$ cat src/rtl/ssc_pkg.sv
// Shared types and constants for the source style checker.
package ssc_pkg;

    localparam logic [7:0] CH_NEWLINE = 8'd10;
    localparam logic [7:0] CH_SPACE   = 8'd32;
    localparam logic [7:0] CH_TAB     = 8'd9;

    localparam int         MAX_LEN_BITS  = 10;
    localparam logic [9:0] MAX_LEN_RESET = 10'd80;
    localparam int         ERR_BITS      = 16;
    localparam int         OUT_LINE_BITS = 16;
    localparam int         OUT_UNIT_BITS = 10;

    // register index decoded from paddr[2]
    localparam logic       REG_MAX_LEN = 1'b0;

    localparam int         Q_DEPTH = 2;

    // byte class handed from the front to the back
    typedef struct packed {
        logic newline;
        logic space;
        logic tab;
    } t_cls;

    typedef enum logic {
        BS_RUN,
        BS_MOD
    } t_bstate;

endpackage

$ cat src/rtl/ssc_mod.sv
// Bit-serial remainder unit: tells whether dividend mod divisor is nonzero.
module ssc_mod #(
    parameter int COUNT_BITS = 10
) (
    input  logic                  i_clk,
    input  logic                  i_rst_n,
    input  logic                  i_start,
    input  logic [COUNT_BITS-1:0] i_dividend,
    input  logic [COUNT_BITS-1:0] i_divisor,
    output logic                  o_done,
    output logic                  o_rem_nonzero
);

    localparam int CW = $clog2(COUNT_BITS + 1);

    logic [COUNT_BITS-1:0] r_rem;
    logic [COUNT_BITS-1:0] r_dvd;
    logic [COUNT_BITS-1:0] r_dvs;
    logic [CW-1:0]         r_cnt;
    logic                  r_busy;
    logic [COUNT_BITS:0]   trial;
    logic [COUNT_BITS:0]   diff;
    logic [COUNT_BITS-1:0] n_rem;

    // shift in one dividend bit, subtract the divisor when it fits
    always_comb begin
        trial = {r_rem, r_dvd[COUNT_BITS-1]};
        diff  = trial - {1'b0, r_dvs};
        if (trial >= {1'b0, r_dvs}) begin
            n_rem = diff[COUNT_BITS-1:0];
        end else begin
            n_rem = trial[COUNT_BITS-1:0];
        end
    end

    assign o_done        = !r_busy;
    assign o_rem_nonzero = (r_rem != '0);

    always_ff @(posedge i_clk) begin
        if (i_start) begin
            r_rem <= '0;
            r_dvd <= i_dividend;
            r_dvs <= i_divisor;
        end else if (r_busy) begin
            r_rem <= n_rem;
            r_dvd <= {r_dvd[COUNT_BITS-2:0], 1'b0};
        end
    end

    always_ff @(posedge i_clk) begin
        if (!i_rst_n) begin
            r_busy <= 1'b0;
            r_cnt  <= '0;
        end else if (i_start) begin
            r_busy <= 1'b1;
            r_cnt  <= CW'(COUNT_BITS);
        end else if (r_busy) begin
            r_cnt <= r_cnt - CW'(1);
            if (r_cnt == CW'(1)) begin
                r_busy <= 1'b0;
            end
        end
    end

endmodule

$ cat src/rtl/ssc_back.sv
// Back end: line state, layout checks, error total and the result register.
module ssc_back #(
    parameter int LINE_BITS  = 16,
    parameter int COUNT_BITS = 10
) (
    input  logic          i_clk,
    input  logic          i_rst_n,
    input  logic [9:0]    i_max_len,
    input  logic          i_q_valid,
    input  ssc_pkg::t_cls i_q_item,
    output logic          o_pop,
    output logic          o_valid,
    input  logic          i_stall,
    output logic [15:0]   o_line_number,
    output logic          o_length_error,
    output logic          o_indent_error,
    output logic          o_tab_error,
    output logic [9:0]    o_indent_width,
    output logic [15:0]   o_error_total
);

    localparam int CMP_W = (COUNT_BITS > ssc_pkg::MAX_LEN_BITS) ?
                           COUNT_BITS : ssc_pkg::MAX_LEN_BITS;
    localparam int EW    = ssc_pkg::ERR_BITS;

    ssc_pkg::t_bstate      r_state;
    ssc_pkg::t_bstate      n_state;
    ssc_pkg::t_cls         r_item;
    ssc_pkg::t_cls         cur;

    logic [LINE_BITS-1:0]  r_line;
    logic [COUNT_BITS-1:0] r_char;
    logic [COUNT_BITS-1:0] r_space;
    logic [COUNT_BITS-1:0] r_unit;
    logic                  r_in_indent;
    logic [EW-1:0]         r_err;

    logic [LINE_BITS-1:0]  n_line;
    logic [COUNT_BITS-1:0] n_char;
    logic [COUNT_BITS-1:0] n_space;
    logic [COUNT_BITS-1:0] n_unit;
    logic                  n_in_indent;
    logic [EW-1:0]         n_err;

    logic                  r_out_valid;
    logic [15:0]           r_out_line;
    logic                  r_out_len;
    logic                  r_out_ind;
    logic                  r_out_tab;
    logic [9:0]            r_out_unit;
    logic [15:0]           r_out_err;

    logic                  out_free;
    logic                  needs_mod;
    logic                  mod_start;
    logic                  mod_done;
    logic                  mod_nonzero;
    logic                  commit;
    logic                  len_err;
    logic                  ind_err;
    logic                  tab_err;
    logic [1:0]            err_inc;
    logic [EW:0]           err_sum;
    logic [15:0]           line_here;
    logic [COUNT_BITS-1:0] char_inc;
    logic [COUNT_BITS-1:0] space_inc;

    ssc_mod #(
        .COUNT_BITS (COUNT_BITS)
    ) u_mod (
        .i_clk         (i_clk),
        .i_rst_n       (i_rst_n),
        .i_start       (mod_start),
        .i_dividend    (r_space),
        .i_divisor     (r_unit),
        .o_done        (mod_done),
        .o_rem_nonzero (mod_nonzero)
    );

    assign out_free  = !r_out_valid || !i_stall;
    assign cur       = (r_state == ssc_pkg::BS_MOD) ? r_item : i_q_item;
    assign needs_mod = cur.newline && (r_unit != '0) && r_in_indent;

    // next state
    always_comb begin
        n_state = r_state;
        case (r_state)
            ssc_pkg::BS_RUN: begin
                if (i_q_valid && needs_mod) begin
                    n_state = ssc_pkg::BS_MOD;
                end
            end
            ssc_pkg::BS_MOD: begin
                if (mod_done && out_free) begin
                    n_state = ssc_pkg::BS_RUN;
                end
            end
            default: n_state = ssc_pkg::BS_RUN;
        endcase
    end

    // control outputs
    always_comb begin
        o_pop     = 1'b0;
        mod_start = 1'b0;
        commit    = 1'b0;
        case (r_state)
            ssc_pkg::BS_RUN: begin
                if (i_q_valid && needs_mod) begin
                    o_pop     = 1'b1;
                    mod_start = 1'b1;
                end else if (i_q_valid && out_free) begin
                    o_pop  = 1'b1;
                    commit = 1'b1;
                end
            end
            ssc_pkg::BS_MOD: begin
                commit = mod_done && out_free;
            end
            default: begin
                o_pop = 1'b0;
            end
        endcase
    end

    // per-item update of the line state
    always_comb begin
        char_inc    = (r_char == '1) ? r_char : r_char + COUNT_BITS'(1);
        space_inc   = (r_space == '1) ? r_space : r_space + COUNT_BITS'(1);
        len_err     = 1'b0;
        ind_err     = 1'b0;
        tab_err     = 1'b0;
        n_line      = r_line;
        n_char      = r_char;
        n_space     = r_space;
        n_unit      = r_unit;
        n_in_indent = r_in_indent;
        if (cur.newline) begin
            len_err = CMP_W'(r_char) > CMP_W'(i_max_len);
            if (r_unit == '0) begin
                if (r_space != '0) begin
                    n_unit = r_space;
                end
            end else begin
                ind_err = r_in_indent && mod_nonzero;
            end
            if (r_line != '1) begin
                n_line = r_line + LINE_BITS'(1);
            end
            n_char      = '0;
            n_space     = '0;
            n_in_indent = 1'b1;
        end else begin
            n_char = char_inc;
            if (cur.space) begin
                if (r_in_indent) begin
                    n_space = space_inc;
                end
            end else if (cur.tab && r_in_indent) begin
                tab_err = 1'b1;
            end else begin
                n_in_indent = 1'b0;
            end
        end
        err_inc = {1'b0, len_err} + {1'b0, ind_err} + {1'b0, tab_err};
        err_sum = {1'b0, r_err} + (EW + 1)'(err_inc);
        n_err   = err_sum[EW] ? '1 : err_sum[EW-1:0];
    end

    // line shown for the byte: the counter before it advances, clipped
    always_comb begin
        if (r_line > LINE_BITS'(32'hFFFF)) begin
            line_here = 16'hFFFF;
        end else begin
            line_here = 16'(r_line);
        end
    end

    always_ff @(posedge i_clk) begin
        if (!i_rst_n) begin
            r_state     <= ssc_pkg::BS_RUN;
            r_line      <= LINE_BITS'(1);
            r_char      <= '0;
            r_space     <= '0;
            r_unit      <= '0;
            r_in_indent <= 1'b1;
            r_err       <= '0;
            r_out_valid <= 1'b0;
        end else begin
            r_state <= n_state;
            if (commit) begin
                r_line      <= n_line;
                r_char      <= n_char;
                r_space     <= n_space;
                r_unit      <= n_unit;
                r_in_indent <= n_in_indent;
                r_err       <= n_err;
                r_out_valid <= 1'b1;
            end else if (!i_stall) begin
                r_out_valid <= 1'b0;
            end
        end
    end

    always_ff @(posedge i_clk) begin
        if (mod_start) begin
            r_item <= i_q_item;
        end
        if (commit) begin
            r_out_line <= line_here;
            r_out_len  <= len_err;
            r_out_ind  <= ind_err;
            r_out_tab  <= tab_err;
            r_out_unit <= 10'(n_unit);
            r_out_err  <= 16'(n_err);
        end
    end

    assign o_valid        = r_out_valid;
    assign o_line_number  = r_out_line;
    assign o_length_error = r_out_len;
    assign o_indent_error = r_out_ind;
    assign o_tab_error    = r_out_tab;
    assign o_indent_width = r_out_unit;
    assign o_error_total  = r_out_err;

endmodule

$ cat config.mk
export PLATFORM = sky130hd
export DESIGN_NAME = ssc_back
export DESIGN_NICKNAME = d
export VERILOG_FILES = /design/src/rtl/ssc_pkg.sv /design/src/rtl/ssc_mod.sv /design/src/rtl/ssc_back.sv
export SDC_FILE = /design/constraint.sdc
export NUM_CORES = 1
export LEC_CHECK = 0
export BUFFER_PORTS_ARGS = -buffer_cell sky130_fd_sc_hd__buf_4
export CAP_MARGIN = 10
export CORE_MARGIN = 4
export CORE_UTILIZATION = 54
export DETAILED_ROUTE_END_ITERATION = 10
export GPL_ROUTABILITY_DRIVEN = 0
export MAX_ROUTING_LAYER = met4
export PLACE_DENSITY = 0.76
export SLEW_MARGIN = 25
export SYNTH_ARGS = -nofsm -noshare
export SYNTH_HDL_FRONTEND = slang
export SYNTH_SLANG_ARGS = --single-unit
$ cat constraint.sdc
create_clock -name i_clk -period 5.5 [get_ports i_clk]
set_input_delay 1.65 -clock i_clk [delete_from_list [all_inputs] [get_ports i_clk]]
set_output_delay 1.65 -clock i_clk [all_outputs]
set_load 0.03 [all_outputs]
==> summary.md <==
| Metric | Value |
|---|---|
| CTS Root Cell | `clkbuf_16` |
| FP Rows | `41` |
| Area growth from synthesis to layout | `17.6%` |
| Post-synthesis compound-gate area fraction | `15.3%` |
| Critical Path Sink Type | `flop` |
| CTS Buffer Depth | `2` |
| Via density | `5.99` |
| Final Hold Viols | `0` |
| Pwr per Cell Area | `321 nW/um2` |
| Num CTS Buffers | `17` |
| Die area | `15100 um2` |
| Largest net degree at the start of global routing | `30` |
| Netlist cell types | `62` |
| Mux cell area share after synthesis | `2.41%` |
| # nets final | `828` |
| IO buf count | `63` |
| WP data required | `5.82 ns` |
| Ys flop type | `dfxtp_1` |
| Post-Synth XOR/XNOR Area | `3.67%` |
| Detailed placer's ending HPWL | `11200 um` |
| Initial DRC Count | `534` |
| # hold bufs at CTS | `0` |
| Fillers | `946` |
| Total gr overflow | `0` |
| Multi-input logic area | `3220 um2` |
| Core ar. | `12800 um2` |
| # diodes | `0` |
| Clock slew seen by the registers of the worst setup and hold paths | `0.06 ns` |
| Ys async rst share | `0%` |
| DR pass1 iterations | `5` |
| Crit path buffers/inverters | `3` |
| Fraction of layout cells with a size suffix above 1 | `14.8%` |
| Number of synthesized flops with an enable pin | `68` |
| Vias in the first global route | `5568` |
| Worst path slowest cell | `fa_1` |
| CP most frequent cell | `a21oi_1` |
| Max FO, Critical Path | `5` |
| VDD IR max | `224 uV` |
| Drt total wl | `16600 um` |
| Pleak | `3.52 nW` |
| Sequential Area | `3640 um2` |
| Fin. max-slew vios | `0` |
| Mapped Area | `7150 um2` |
| Max stage delay on crit path | `0.44 ns` |
| Die height | `123 um` |
| First-pass GRT wire length | `27400 um` |
| WHS | `0.496 ns` |
| Initial antenna violation count | `0` |
| Largest family of logic cells by synthesized area | `simple AND/OR/NAND/NOR gates` |
| Final setup skew | `0.00725 ns` |
| Via count of the routed design | `5780` |
| Die W | `123 um` |
| Max-cap violations | `0` |
| Post-synthesis cell count | `721` |
| Initial Util | `56.0%` |
| Routed len/inst | `17.2 um` |
| Crit-path cells | `buf_4 -> inv_1 -> ha_1 -> a21o_1 -> a21o_1 -> a21oi_1 -> nor2_1 -> a2111oi_1 -> a311o_1 -> fa_1 -> inv_1 -> ha_1 -> a21oi_1 -> nor4b_1 -> and2_1 -> and3_1 -> a21oi_1 -> a311oi_1` |
| RSZ-0062 raised after global routing | `false` |
| Syn avg cell area | `9.92 um2` |
| Actual slew at the worst max-slew pin | `0.889 ns` |
| Crit Path Category | `in -> reg` |
| Setup TNS | `0 ns` |
| IO Pins | `64` |
| Delay-heaviest family, CP | `compound AO/OA/AOI/OAI gates` |
| Post-synthesis adder-cell area fraction | `5.74%` |
| Seq/Total Area, Yosys | `51.0%` |
| Post-route DRC | `0` |
| H-tree Lvls | `4` |
| Crit path DAT | `5.46 ns` |
| YS warnings | `0` |
| Final setup fails | `0` |
| Post-Syn Nets | `769` |
| Crit path launch type | `input port` |
| Slew HR | `40.7%` |
| CTS tree | `yes` |
| Routed Antenna Nets | `0` |
| F_max | `195 MHz` |
| Synth Register Bits | `148` |
| Status | `complete, no violations` |
| Clock Latency Late Sink | `0.43 ns` |
| HP Class | `reg -> reg` |
| Part of the cycle the worst path needs | `93.5%` |
| Simple-gate share of the synthesized area | `17.9%` |
| Sink Count | `148` |
| GRT Total Usage | `23.9%` |
| Post-route minimum period | `5.14 ns` |
## cell usage after synthesis (10+ instances only)
library cell | n | area share, %
nor2_1 | 61 | 3.2
o21ai_0 | 24 | 1.7
xnor2_1 | 14 | 1.7
xor2_1 | 16 | 2.0
a311oi_1 | 14 | 1.7
nand2b_1 | 11 | 0.96
edfxtp_1 | 68 | 29
and3_1 | 11 | 0.96
nand4_1 | 17 | 1.5
and2_1 | 10 | 0.87
ha_1 | 28 | 4.9
mux2i_1 | 15 | 2.1
a21o_1 | 17 | 1.8
nand3_1 | 22 | 1.5
nor3_1 | 13 | 0.91
a21oi_1 | 55 | 3.8
clkbuf_1 | 30 | 1.6
nand2_1 | 80 | 4.2
inv_1 | 40 | 2.1
dfxtp_1 | 80 | 22
## what timing repair did
item | 4_1_cts | 5_1_grt
gates resized for setup | 0 | 1
endpoints found under the setup margin | 0 | 4
buffers inserted | 0 | 0
## layer usage
layer / global-route usage [%] / part of all wire [%]
met5: - / 0
met1: 29.3 / 42
met4: 9.41 / 2.5
met3: 5.99 / 5.9
met2: 38.1 / 49
## layout by cell type, fill, tap and decap left out, types with 15 or more instances in the layout
cell type  synthesis  layout
dfxtp_1           80      80
xor2_1            16      16
mux2i_1           15      15
nor2_1            61      61
o21ai_0           24      24
clkbuf_16          0      19
nand3_1           22      22
a21oi_1           55      55
nand4_1           17      17
inv_1             40      40
a21o_1            17      17
buf_4              0      75
edfxtp_1          68      68
nand2_1           80      80
ha_1              28      28
## worst reg2reg max path, delay by kind of cell (launching register included)
kind                     cells  cell delay (ns)
AO/OA/AOI/OAI                8             1.75
AND/OR/NAND/NOR              4             0.95
adder cells (fa/ha/maj)      3             0.91
flip-flops                   1             0.46
buffers and inverters        1             0.07
## area by class of cell
cell class,count,area share (%)
clock inverter,10,1.43
clock buffer,22,5.91
sequential,148,43.3
multi-input combinational,498,38.3
timing repair buffer,75,6.70
inverter,40,1.79
tap,172,2.56
## power breakdown
group / leakage, nW / internal (W) / total, W / switching (W)
Sequential: 1.34 / 0.00118 / 0.00121 / 0.0000281
Combinational: 1.89 / 0.000117 / 0.000305 / 0.000188
Clock: 0.297 / 0.000734 / 0.00118 / 0.000448
Total: 3.52 / 0.00203 / 0.00270 / 0.000664
## state kept, by name (all words and copies together), names as in the netlist, 16 cells and up
register and count:
r_line 16, o_error_total 16, r_err 16, o_line_number 16
## worst paths after layout
check	start	endpoint	slack, ns	cells past startpoint
max	i_max_len[3]	r_err[15]	0.36	18
min	r_unit[8]	u_mod.r_dvs[8]	0.50	0
max reg2reg	r_char[3]	r_err[15]	1.22	16
min reg2reg	r_unit[8]	u_mod.r_dvs[8]	0.50	0
## metrics by stage
stage          cells  util [%]  power, W  setup slack (ns)  cell area (um2)
2_1_floorplan    721         -   0.00145             0.138             7150
3_3_place_gp     933      61.0   0.00152             0.106             7790
3_5_place_dp     933      61.0   0.00153           -0.0238             7790
4_1_cts          965      65.8   0.00271             0.302             8410
5_1_grt          965      65.8   0.00280            0.0826             8410
6_report         965      65.8   0.00270             0.360             8410
## kinds of logic after synthesis
logic type,after synthesis
adders and majority gates,31
buffers and inverters,75
DFF,148
muxes,17
AOI/OAI and AO/OA,162
xor gates and xnor gates,30
and+or+nand+nor,258
Power figures use the tool's default switching activity.
